===== config.mk =====
export PLATFORM = sky130hd
export DESIGN_NAME = doip_frame_header_parser
export DESIGN_NICKNAME = d
export VERILOG_FILES = /design/src/sv/dfhp_pkg.sv /design/src/sv/dfhp_frame_state.sv /design/src/sv/doip_frame_header_parser.sv
export SDC_FILE = /design/constraint.sdc
export NUM_CORES = 1
export LEC_CHECK = 0
export BUFFER_PORTS_ARGS = -buffer_cell sky130_fd_sc_hd__buf_2
export CAP_MARGIN = 20
export CORE_MARGIN = 8
export CORE_UTILIZATION = 30
export DETAILED_ROUTE_END_ITERATION = 10
export PLACE_DENSITY_LB_ADDON = 0.05
export SLEW_MARGIN = 20
export SYNTH_ARGS = -nofsm -noshare
export SYNTH_HDL_FRONTEND = slang
export SYNTH_HIERARCHICAL = 1
export SYNTH_SLANG_ARGS = --single-unit

===== constraint.sdc =====
create_clock -name i_clk -period 7.7 [get_ports i_clk]
set_input_delay 0.77 -clock i_clk [delete_from_list [all_inputs] [get_ports i_clk]]
set_output_delay 0.77 -clock i_clk [all_outputs]
set_load 0.01 [all_outputs]

===== src/sv/dfhp_pkg.sv =====
`default_nettype none

package dfhp_pkg;

    // Header geometry and counter limit
    localparam int unsigned HDR_BYTES = 8;
    localparam int unsigned COUNT_W   = 33;
    localparam logic [COUNT_W-1:0] COUNT_MAX = 33'h1_FFFF_FFFF;

    // Payload types that carry captured fields
    localparam logic [15:0] PT_ANNOUNCE   = 16'h0004;
    localparam logic [15:0] PT_ROUTE_REQ  = 16'h0005;
    localparam logic [15:0] PT_ROUTE_RESP = 16'h0006;
    localparam logic [15:0] PT_DIAG       = 16'h8001;
    localparam logic [15:0] PT_DIAG_ACK   = 16'h8002;
    localparam logic [15:0] PT_DIAG_NACK  = 16'h8003;

    localparam logic [7:0] VERSION_XOR  = 8'hFF;
    localparam logic [4:0] CLASS_UNKNOWN = 5'd16;
    localparam logic [31:0] SYNC_MIN_LEN = 32'd33;

    // Byte offsets inside the announcement payload
    localparam logic [COUNT_W-1:0] ANN_ADDR_HI = 33'd17;
    localparam logic [COUNT_W-1:0] ANN_ADDR_LO = 33'd18;
    localparam logic [COUNT_W-1:0] ANN_ACTION  = 33'd31;
    localparam logic [COUNT_W-1:0] ANN_SYNC    = 33'd32;

    typedef enum logic [1:0] {
        ST_OK          = 2'd0,
        ST_SHORT       = 2'd1,
        ST_BAD_VERSION = 2'd2,
        ST_TRUNCATED   = 2'd3
    } t_status;

    // Frame state after the byte in flight has been taken
    typedef struct packed {
        logic [COUNT_W-1:0] count;
        logic [7:0]         version;
        logic [7:0]         inv_version;
        logic [15:0]        ptype;
        logic [31:0]        length;
        logic [15:0]        addr_one;
        logic [15:0]        addr_two;
        logic [7:0]         code;
        logic [7:0]         sync;
    } t_frame_view;

    // Dense class of a payload type, in code order
    function automatic logic [4:0] type_class(input logic [15:0] t);
        logic [4:0] c;
        unique case (t)
            16'h0000: c = 5'd0;
            16'h0001: c = 5'd1;
            16'h0002: c = 5'd2;
            16'h0003: c = 5'd3;
            16'h0004: c = 5'd4;
            16'h0005: c = 5'd5;
            16'h0006: c = 5'd6;
            16'h0007: c = 5'd7;
            16'h0008: c = 5'd8;
            16'h4001: c = 5'd9;
            16'h4002: c = 5'd10;
            16'h4003: c = 5'd11;
            16'h4004: c = 5'd12;
            16'h8001: c = 5'd13;
            16'h8002: c = 5'd14;
            16'h8003: c = 5'd15;
            default:  c = CLASS_UNKNOWN;
        endcase
        return c;
    endfunction

    // Smallest payload that carries all fields of a type, the announcement's optional sync byte apart
    function automatic logic [5:0] min_payload(input logic [15:0] t);
        logic [5:0] m;
        unique case (t)
            PT_ANNOUNCE:   m = 6'd32;
            PT_ROUTE_REQ:  m = 6'd3;
            PT_ROUTE_RESP: m = 6'd5;
            PT_DIAG:       m = 6'd4;
            PT_DIAG_ACK:   m = 6'd5;
            PT_DIAG_NACK:  m = 6'd5;
            default:       m = 6'd0;
        endcase
        return m;
    endfunction

endpackage

`default_nettype wire


===== src/sv/dfhp_frame_state.sv =====
`default_nettype none

module dfhp_frame_state (
    input  wire logic               i_clk,
    input  wire logic               i_rst_n,
    input  wire logic               i_step,
    input  wire logic [7:0]         i_byte,
    input  wire logic               i_last,
    output dfhp_pkg::t_frame_view   o_view
);
    import dfhp_pkg::*;

    t_frame_view r_st;
    t_frame_view n_st;

    logic [COUNT_W-1:0] pos;
    logic               in_header;
    logic               in_payload;

    assign in_header  = (r_st.count < COUNT_W'(HDR_BYTES));
    assign pos        = r_st.count - COUNT_W'(HDR_BYTES);
    assign in_payload = !in_header && ({1'b0, pos} < {2'b0, r_st.length});

    // Capture the byte at its header or payload position
    always_comb begin
        n_st = r_st;
        if (in_header) begin
            unique case (r_st.count[2:0])
                3'd0: n_st.version       = i_byte;
                3'd1: n_st.inv_version   = i_byte;
                3'd2: n_st.ptype[15:8]   = i_byte;
                3'd3: n_st.ptype[7:0]    = i_byte;
                3'd4: n_st.length[31:24] = i_byte;
                3'd5: n_st.length[23:16] = i_byte;
                3'd6: n_st.length[15:8]  = i_byte;
                3'd7: n_st.length[7:0]   = i_byte;
                default: n_st.version    = r_st.version;
            endcase
        end else if (in_payload) begin
            priority case (r_st.ptype)
                PT_ANNOUNCE: begin
                    if (pos == ANN_ADDR_HI)      n_st.addr_one[15:8] = i_byte;
                    else if (pos == ANN_ADDR_LO) n_st.addr_one[7:0]  = i_byte;
                    else if (pos == ANN_ACTION)  n_st.code           = i_byte;
                    else if (pos == ANN_SYNC)    n_st.sync           = i_byte;
                end
                PT_ROUTE_REQ: begin
                    if (pos == 33'd0)      n_st.addr_one[15:8] = i_byte;
                    else if (pos == 33'd1) n_st.addr_one[7:0]  = i_byte;
                    else if (pos == 33'd2) n_st.code           = i_byte;
                end
                PT_ROUTE_RESP, PT_DIAG, PT_DIAG_ACK, PT_DIAG_NACK: begin
                    if (pos == 33'd0)      n_st.addr_one[15:8] = i_byte;
                    else if (pos == 33'd1) n_st.addr_one[7:0]  = i_byte;
                    else if (pos == 33'd2) n_st.addr_two[15:8] = i_byte;
                    else if (pos == 33'd3) n_st.addr_two[7:0]  = i_byte;
                    else if (pos == 33'd4 && r_st.ptype != PT_DIAG) n_st.code = i_byte;
                end
                default: n_st.code = r_st.code;
            endcase
        end
        // Saturate the byte counter
        if (r_st.count != COUNT_MAX) n_st.count = r_st.count + 1'b1;
    end

    assign o_view = n_st;

    // Advance per byte; clear after the verdict byte
    always_ff @(posedge i_clk) begin
        if (!i_rst_n) begin
            r_st <= '0;
        end else if (i_step) begin
            if (i_last) r_st <= '0;
            else        r_st <= n_st;
        end
    end

endmodule

`default_nettype wire


===== src/sv/doip_frame_header_parser.sv =====
// DoIP frame header parser.
// Input channel: one frame byte per transfer on i_data_byte, with i_last_byte
// marking the final byte of a frame. A transfer happens on a rising edge with
// i_in_valid high and o_in_stall low.
// Output channel: one verdict per frame, presented on o_out_valid with all
// result fields; it is taken on an edge with o_out_valid high and i_out_stall
// low.
// Throughput: one byte per cycle, sustained, frames back to back, while no
// stalled verdict holds a final byte back. Verdict path: the last byte sits
// in the input register, then the result register loads the verdict as that
// byte moves on. Header and field capture is a position compare plus a byte
// load between those two registers.
// Reset (i_rst_n low at a clock edge) empties both registers and clears the
// frame state; the next byte taken is byte 0 of a new frame.
// Receiver stall: a waiting verdict holds steady. Non-final bytes keep
// flowing into the frame state; a final byte waits in the input register, and
// o_in_stall rises while it cannot move on.
`default_nettype none

module doip_frame_header_parser (
    input  wire logic        i_clk,
    input  wire logic        i_rst_n,
    input  wire logic        i_in_valid,
    output logic             o_in_stall,
    input  wire logic [7:0]  i_data_byte,
    input  wire logic        i_last_byte,
    output logic             o_out_valid,
    input  wire logic        i_out_stall,
    output logic [1:0]       o_status,
    output logic [7:0]       o_protocol_version,
    output logic [15:0]      o_payload_type,
    output logic [4:0]       o_type_class,
    output logic [31:0]      o_payload_length,
    output logic [15:0]      o_first_address,
    output logic [15:0]      o_second_address,
    output logic [7:0]       o_code_value,
    output logic [7:0]       o_sync_status,
    output logic             o_has_sync_status,
    output logic             o_fields_decoded
);
    import dfhp_pkg::*;

    // Input register
    logic       r_in_valid;
    logic [7:0] r_in_byte;
    logic       r_in_last;

    // Result register
    logic        r_out_valid;
    t_status     r_status;
    logic [7:0]  r_version;
    logic [15:0] r_ptype;
    logic [4:0]  r_class;
    logic [31:0] r_length;
    logic [15:0] r_addr_one;
    logic [15:0] r_addr_two;
    logic [7:0]  r_code;
    logic [7:0]  r_sync;
    logic        r_has_sync;
    logic        r_decoded;

    t_frame_view view;
    logic        advance;
    logic        in_xfer;
    logic        out_free;

    t_status     n_status;
    logic        n_decoded;
    logic        n_fields;
    logic [5:0]  min_len;

    assign out_free   = !r_out_valid || !i_out_stall;
    assign advance    = r_in_valid && (!r_in_last || out_free);
    assign o_in_stall = r_in_valid && !advance;
    assign in_xfer    = i_in_valid && !o_in_stall;

    dfhp_frame_state u_state (
        .i_clk   (i_clk),
        .i_rst_n (i_rst_n),
        .i_step  (advance),
        .i_byte  (r_in_byte),
        .i_last  (r_in_last),
        .o_view  (view)
    );

    // Hold or refill the input register
    always_ff @(posedge i_clk) begin
        if (!i_rst_n) begin
            r_in_valid <= 1'b0;
        end else if (in_xfer) begin
            r_in_valid <= 1'b1;
        end else if (advance) begin
            r_in_valid <= 1'b0;
        end
    end

    always_ff @(posedge i_clk) begin
        if (in_xfer) begin
            r_in_byte <= i_data_byte;
            r_in_last <= i_last_byte;
        end
    end

    // Judge the frame from the state that includes the final byte
    assign min_len = min_payload(view.ptype);

    always_comb begin
        if (view.count < COUNT_W'(HDR_BYTES)) begin
            n_status = ST_SHORT;
        end else if ((view.version ^ view.inv_version) != VERSION_XOR) begin
            n_status = ST_BAD_VERSION;
        end else if ({1'b0, view.count} < ({2'b0, view.length} + 34'(HDR_BYTES))) begin
            n_status = ST_TRUNCATED;
        end else begin
            n_status = ST_OK;
        end
    end

    assign n_decoded = (n_status == ST_OK) && (view.length >= {26'd0, min_len});
    assign n_fields  = n_decoded && (min_len != 6'd0);

    // Load a verdict, or drop it once taken
    always_ff @(posedge i_clk) begin
        if (!i_rst_n) begin
            r_out_valid <= 1'b0;
        end else if (advance && r_in_last) begin
            r_out_valid <= 1'b1;
        end else if (!i_out_stall) begin
            r_out_valid <= 1'b0;
        end
    end

    always_ff @(posedge i_clk) begin
        if (advance && r_in_last) begin
            r_status   <= n_status;
            r_version  <= (n_status != ST_SHORT) ? view.version : 8'd0;
            r_ptype    <= (n_status != ST_SHORT) ? view.ptype   : 16'd0;
            r_length   <= (n_status != ST_SHORT) ? view.length  : 32'd0;
            r_class    <= (n_status == ST_OK) ? type_class(view.ptype) : CLASS_UNKNOWN;
            r_addr_one <= n_fields ? view.addr_one : 16'd0;
            r_addr_two <= n_fields ? view.addr_two : 16'd0;
            r_code     <= n_fields ? view.code     : 8'd0;
            if (n_fields && view.ptype == PT_ANNOUNCE && view.length >= SYNC_MIN_LEN) begin
                r_sync     <= view.sync;
                r_has_sync <= 1'b1;
            end else begin
                r_sync     <= 8'd0;
                r_has_sync <= 1'b0;
            end
            r_decoded  <= n_decoded;
        end
    end

    assign o_out_valid        = r_out_valid;
    assign o_status           = r_status;
    assign o_protocol_version = r_version;
    assign o_payload_type     = r_ptype;
    assign o_type_class       = r_class;
    assign o_payload_length   = r_length;
    assign o_first_address    = r_addr_one;
    assign o_second_address   = r_addr_two;
    assign o_code_value       = r_code;
    assign o_sync_status      = r_sync;
    assign o_has_sync_status  = r_has_sync;
    assign o_fields_decoded   = r_decoded;

endmodule

`default_nettype wire


# [Word-level counts from Yosys, hierarchy flattened]
# Cells that the tools add are included.
[word_totals] reg_bits=269 in_bits=13 out_inout_bits=115 wordCells=149
[op_classes] addsub=3 order_cmp=6 eq_ne=41 n_mux=48 bitwise_logic=1 n_reduce_logical=26
[op_table] operator="$mux 8" n=25
[op_table] operator="$mux 145" n=1
[op_table] operator="$eq 16x3->1 const B" n=7
[op_table] operator="$eq 33x5->1 const B" n=3
[op_table] operator="$eq 16x16->1 const B" n=6
[op_table] operator="$mux 48" n=2
[op_table] operator="$pmux 5 s16" n=1
[op_table] operator="$eq 33x2->1 const B" n=2
[op_table] operator="$lt 33x4->1 const B" n=2
[op_table] operator="$eq 16x15->1 const B" n=4
[op_table] operator="$mux 16" n=4
[op_table] operator="$mux 64" n=1
[op_table] operator="$pmux 16 s3" n=1
[op_table] operator="$add 32x4->33 const B" n=1
[op_table] operator="$add 33x1->33 const B" n=1
[op_table] operator="$eq 33x1->1 const B" n=1
[op_table] operator="$eq 33x3->1 const B" n=1
[op_table] operator="$eq 33x6->1 const B" n=1
[op_table] operator="$logic_not 33->1" n=1
[op_table] operator="$lt 33x32->1" n=1
[op_table] operator="$lt 33x33->1" n=1
[op_table] operator="$mux 33" n=1
[op_table] operator="$ne 33x33->1 const B" n=1
[op_table] operator="$sub 33x4->33 const B" n=1
[op_table] operator="other kinds (28)" n=55

# [Longest topological paths before layout]
[depth] depth_word=14 depth_mapped=23 depth_no_buf=19

# [Hierarchy]
# Netlist, hierarchy kept.
[modules_own_cells] mod="dfhp_frame_state" n_inst=1 cells_each=1249 area_per_inst_um2=10334.9 seq_area_each_um2=2902.8
[modules_own_cells] mod="doip_frame_header_parser" n_inst=1 cells_each=572 area_per_inst_um2=6952.9 seq_area_each_um2=3703.6

# [Worst setup path before layout]
# No wires, ideal clock.
[synth_path] path_kind="input -> register" from="input i_out_stall" to="register r_code[0], in the netlist o_code_value[0], enable pin" setup_ns=0.623 arrival_ns=6.237 required_ns=7.077 setup_slack_ns=0.840 path_stages=1 n_path_buf=0 cell_sequence="a21oi_1"
[synth_between] elab_chain_len=5
[synth_rtl] element="start, declared" line_no="doip_frame_header_parser.sv:28" rtl="input wire logic i_out_stall,"
[synth_rtl] element="$logic_not 1->1"
[synth_rtl] element="$logic_or 1x1->1" line_no="doip_frame_header_parser.sv:72" rtl="assign out_free = !r_out_valid || !i_out_stall;"
[synth_rtl] element="$logic_or 1x1->1" line_no="doip_frame_header_parser.sv:73" rtl="assign advance = r_in_valid && (!r_in_last || out_free);"
[synth_rtl] element="$logic_and 1x1->1" line_no="doip_frame_header_parser.sv:73"
[synth_rtl] element="$logic_and 1x1->1" line_no="doip_frame_header_parser.sv:134" rtl="if (advance && r_in_last) begin"
[synth_rtl] element="end signal, assigned" line_no="doip_frame_header_parser.sv:142" rtl="r_code <= n_fields ? view.code : 8'd0;"
[synth_rtl] element="end, declared" line_no="doip_frame_header_parser.sv:57" rtl="logic [7:0] r_code;"
# No other way between the ends.
# A chain may end at the register's enable or synchronous reset.

==> impl_metrics.yaml <==
outcome:
  status: "finished, final reports clean"
worst_setup_path:
  r2r_setup_slack_ns: 1.07
  slowest_stage: "or4_1"
  cp-start-kind: "flip-flop"
  crit_required_ns: 7.96
  worstPathCellList: "or4_1 -> nor4_1 -> nand4_1 -> nor3_1 -> nand2_1 -> mux2_2 -> and4_1 -> nand4_1 -> nor3_2 -> nand3_1 -> xor2_1 -> ha_1 -> a21oi_1 -> o21ai_1 -> a22oi_1 -> and3_2 -> buf_12 -> a211oi_2"
  r2r_start: "u_state/r_st[117]"
  reg2reg_to: "o_second_address[14]"
  arrival_ns: 6.89
  critPathLaunch: "u_state/r_st[117]"
  critPathMostFrequentCell: "nand4_1"
  cp_top_family: "simple AND/OR/NAND/NOR gates"
  reg2regPathDepth: 18
  crit_type: "reg2reg"
  critical_path.endpoint_type: "flip-flop"
  crit_fanout: 38
  max_stage_delay_ns: 0.67
  crit_buf_inv: 1
power:
  p_total_w: 0.00379
  p_leak_nw: 7.17
  power.density_mw_per_mm2: 191
  peakVddDrop_mv: 0.118
clocking:
  clk_latency_ns: 0.56
  clk_pin_slew_ns: 0.05
  cts_resized: 0
  cts_tree: "done"
  cts-root-buf: "clkbuf_16"
  cts_hold_buf: 0
  clk_path_buf_depth: 3
  numCtsBuffers: 36
  cts_htree_levels: 2
  post_cts_buffers: 0
  clkSinkCount: 269
placement:
  globalplace.congestion: 0.878
  place_area_mm2: 0.0186
  hpwl_um: 45800
  place.port_buffers: 127
hold_path:
  hp-start: "i_last_byte"
  whs_endpoint: "r_in_last"
  worst_hold_path.num_cells: 1
  hp-class: "in2reg"
floorplanning:
  coreArea_mm2: 0.0574
  fp.dieArea_mm2: 0.0656
  dieWidth_um: 256
  initial_core_util_pct: 30.1
  pin_count: 128
  dieHeight_um: 256
  rows: 88
sta:
  slew-limit-headroom_pct: 24.7
  grt_setup_unrepaired: "false"
  worst_pin_slew_ns: 1.12
  final.setup_skew_ns: 0.0259
  timing.final.crit_share_pct: 86.1
  setup_viol: 0
  setup_tns_ns: 0
  hold_viol: 0
  final-max-slew-violation-count: 0
  max_freq_ghz: 0.151
  holdWs_ns: 0.398
  finalCriticalPeriod_ns: 6.63
routing:
  avgViaCountPerCell: 5.25
  wl_um: 63000
  ant_nets: 0
  drc: 0
  drtIter0Drc: 1020
  wire_per_inst_um: 23.5
  drt-pass1-iter-count: 5
  num_vias: 14100
global_routing:
  overflow: 0
  antenna_found_initial: 3
  grt_pass1_vias: 14000
  gr-usage-all-layers_pct: 18.6
  grt_max_degree: 73
  grt_first_pass_wirelength_um: 94300
synthesis:
  syn_area_per_cell_um2: 9.49
  netlist.top_cell.by_area: "edfxtp_1"
  ys_ff_latch: 269
  synth-edff-count: 122
  async_flop_share_pct: 0
  synth_area_leaders: "edfxtp_1 (21%), dfxtp_1 (17%), mux2_2 (7.3%), nor2b_1 (6.1%), ha_1 (5.5%)"
  syn_inst: 1821
  ys_warn_count: 6
  syn-cell-area_mm2: 0.0173
  synth_cell_types: 83
  synth_fp_nets: 1910
  ys_seq_area_share_pct: 38.2
  synth_top_area_share_pct: 21.2
  yosys_most_used_dff: "dfxtp_1"
cells_and_area:
  fillers: 5926
  drive_gt1_share_pct: 22.3
  utilization_pct: 34.6
  final_common_cell: "nand2_1"
  final_nets: 1976
  final_cell_mix: "nand2_1 (184), nor2b_1 (168), dfxtp_1 (147)"
  area_delta_synth_final_pct: 15.0
  design_area_mm2: 0.0199
run:
  cap_violations: 0
## layout make-up
class	instances	area (um2)	area share [%]
multi-input cells	1363	9950	50.1
clock inverters	18	272	1.37
flip-flops and latches	269	6610	33.2
inverters	60	225	1.13
repair buffers	157	886	4.46
well taps	765	957	4.82
diodes	3	7.51	0.0378
clock buffers	47	972	4.89
## report_power, final
part           internal, W  total (W)  switching [W]
Clock              0.00110    0.00179       0.000692
Combinational     0.000140   0.000470       0.000330
Sequential         0.00151    0.00153      0.0000189
Total              0.00275    0.00379        0.00104
## state kept, by name, indices dropped and copies added, names as in the netlist, 2 cells and up
name,flops
o_code_value,8
o_first_address,16
o_payload_length,32
o_payload_type,16
o_protocol_version,8
o_second_address,16
o_status,2
o_sync_status,8
o_type_class,5
r_in_byte,8
u_state/r_st,145
## routing by layer
metal | up-vias | GRT usage (%) | share of wire, %
li1 | 6807 | - | -
met1 | 6928 | 27.1 | 51
met2 | 298 | 28.2 | 43
met3 | 57 | 3.50 | 4.5
met4 | 0 | 3.76 | 1.7
met5 | - | 0 | 0
## worst register-to-register path: cells and delay by family, from the launching register on
family | cells | cell delay [ns]
compound gates | 4 | 0.64
fa+ha+maj | 1 | 0.31
buf+inv | 1 | 0.35
simple gates | 10 | 3.88
flops | 1 | 0.52
mux | 1 | 0.46
xor+xnor | 1 | 0.16
## through the flow
step / worst slack [ns] / std cells
floorplan: 0.840 / 1821
global placement: 1.27 / 2614
detailed placement: 1.09 / 2614
CTS: 1.06 / 2679
global route: 0.444 / 2679
finish: 1.07 / 2682
## synthesized netlist by cell type (16+ instances only)
master     instances
and3_1            23
clkbuf_1          99
dfxtp_1          147
a211oi_2          42
nor2_1            70
nand2_1          184
ha_1              76
o21ai_0           45
o2bb2ai_1         24
mux2i_1           22
mux2_2           112
a21oi_1           78
nor3_1            39
edfxtp_1         122
a31oi_1           16
inv_1             58
nor2b_1          169
xnor2_1           43
xor2_1            44
nand4_1           32
nor4_1            33
nand3_1           58
a2bb2oi_1         34
## cell families after synthesis
kind of cell / after synthesis / synth area share, %
simple gates: 712 / 22.8
mux: 134 / 8.57
buf+inv: 189 / 4.60
xor+xnor: 87 / 4.41
compound gates: 353 / 15.8
flops: 269 / 38.2
fa+ha+maj: 77 / 5.56
## how the worst max path moves through the flow
| stage | endpoint | cells after the start | slack [ns] |
|---|---|---|---|
| floorplan | o_code_value[0] | 1 | 0.84 |
| global placement | o_second_address[10] | 19 | 1.27 |
| detailed placement | o_type_class[0] | 18 | 1.09 |
| CTS | o_type_class[0] | 18 | 1.06 |
| global route | o_type_class[0] | 18 | 0.44 |
| finish | o_second_address[14] | 18 | 1.07 |
(Power assumes the default switching activity.)
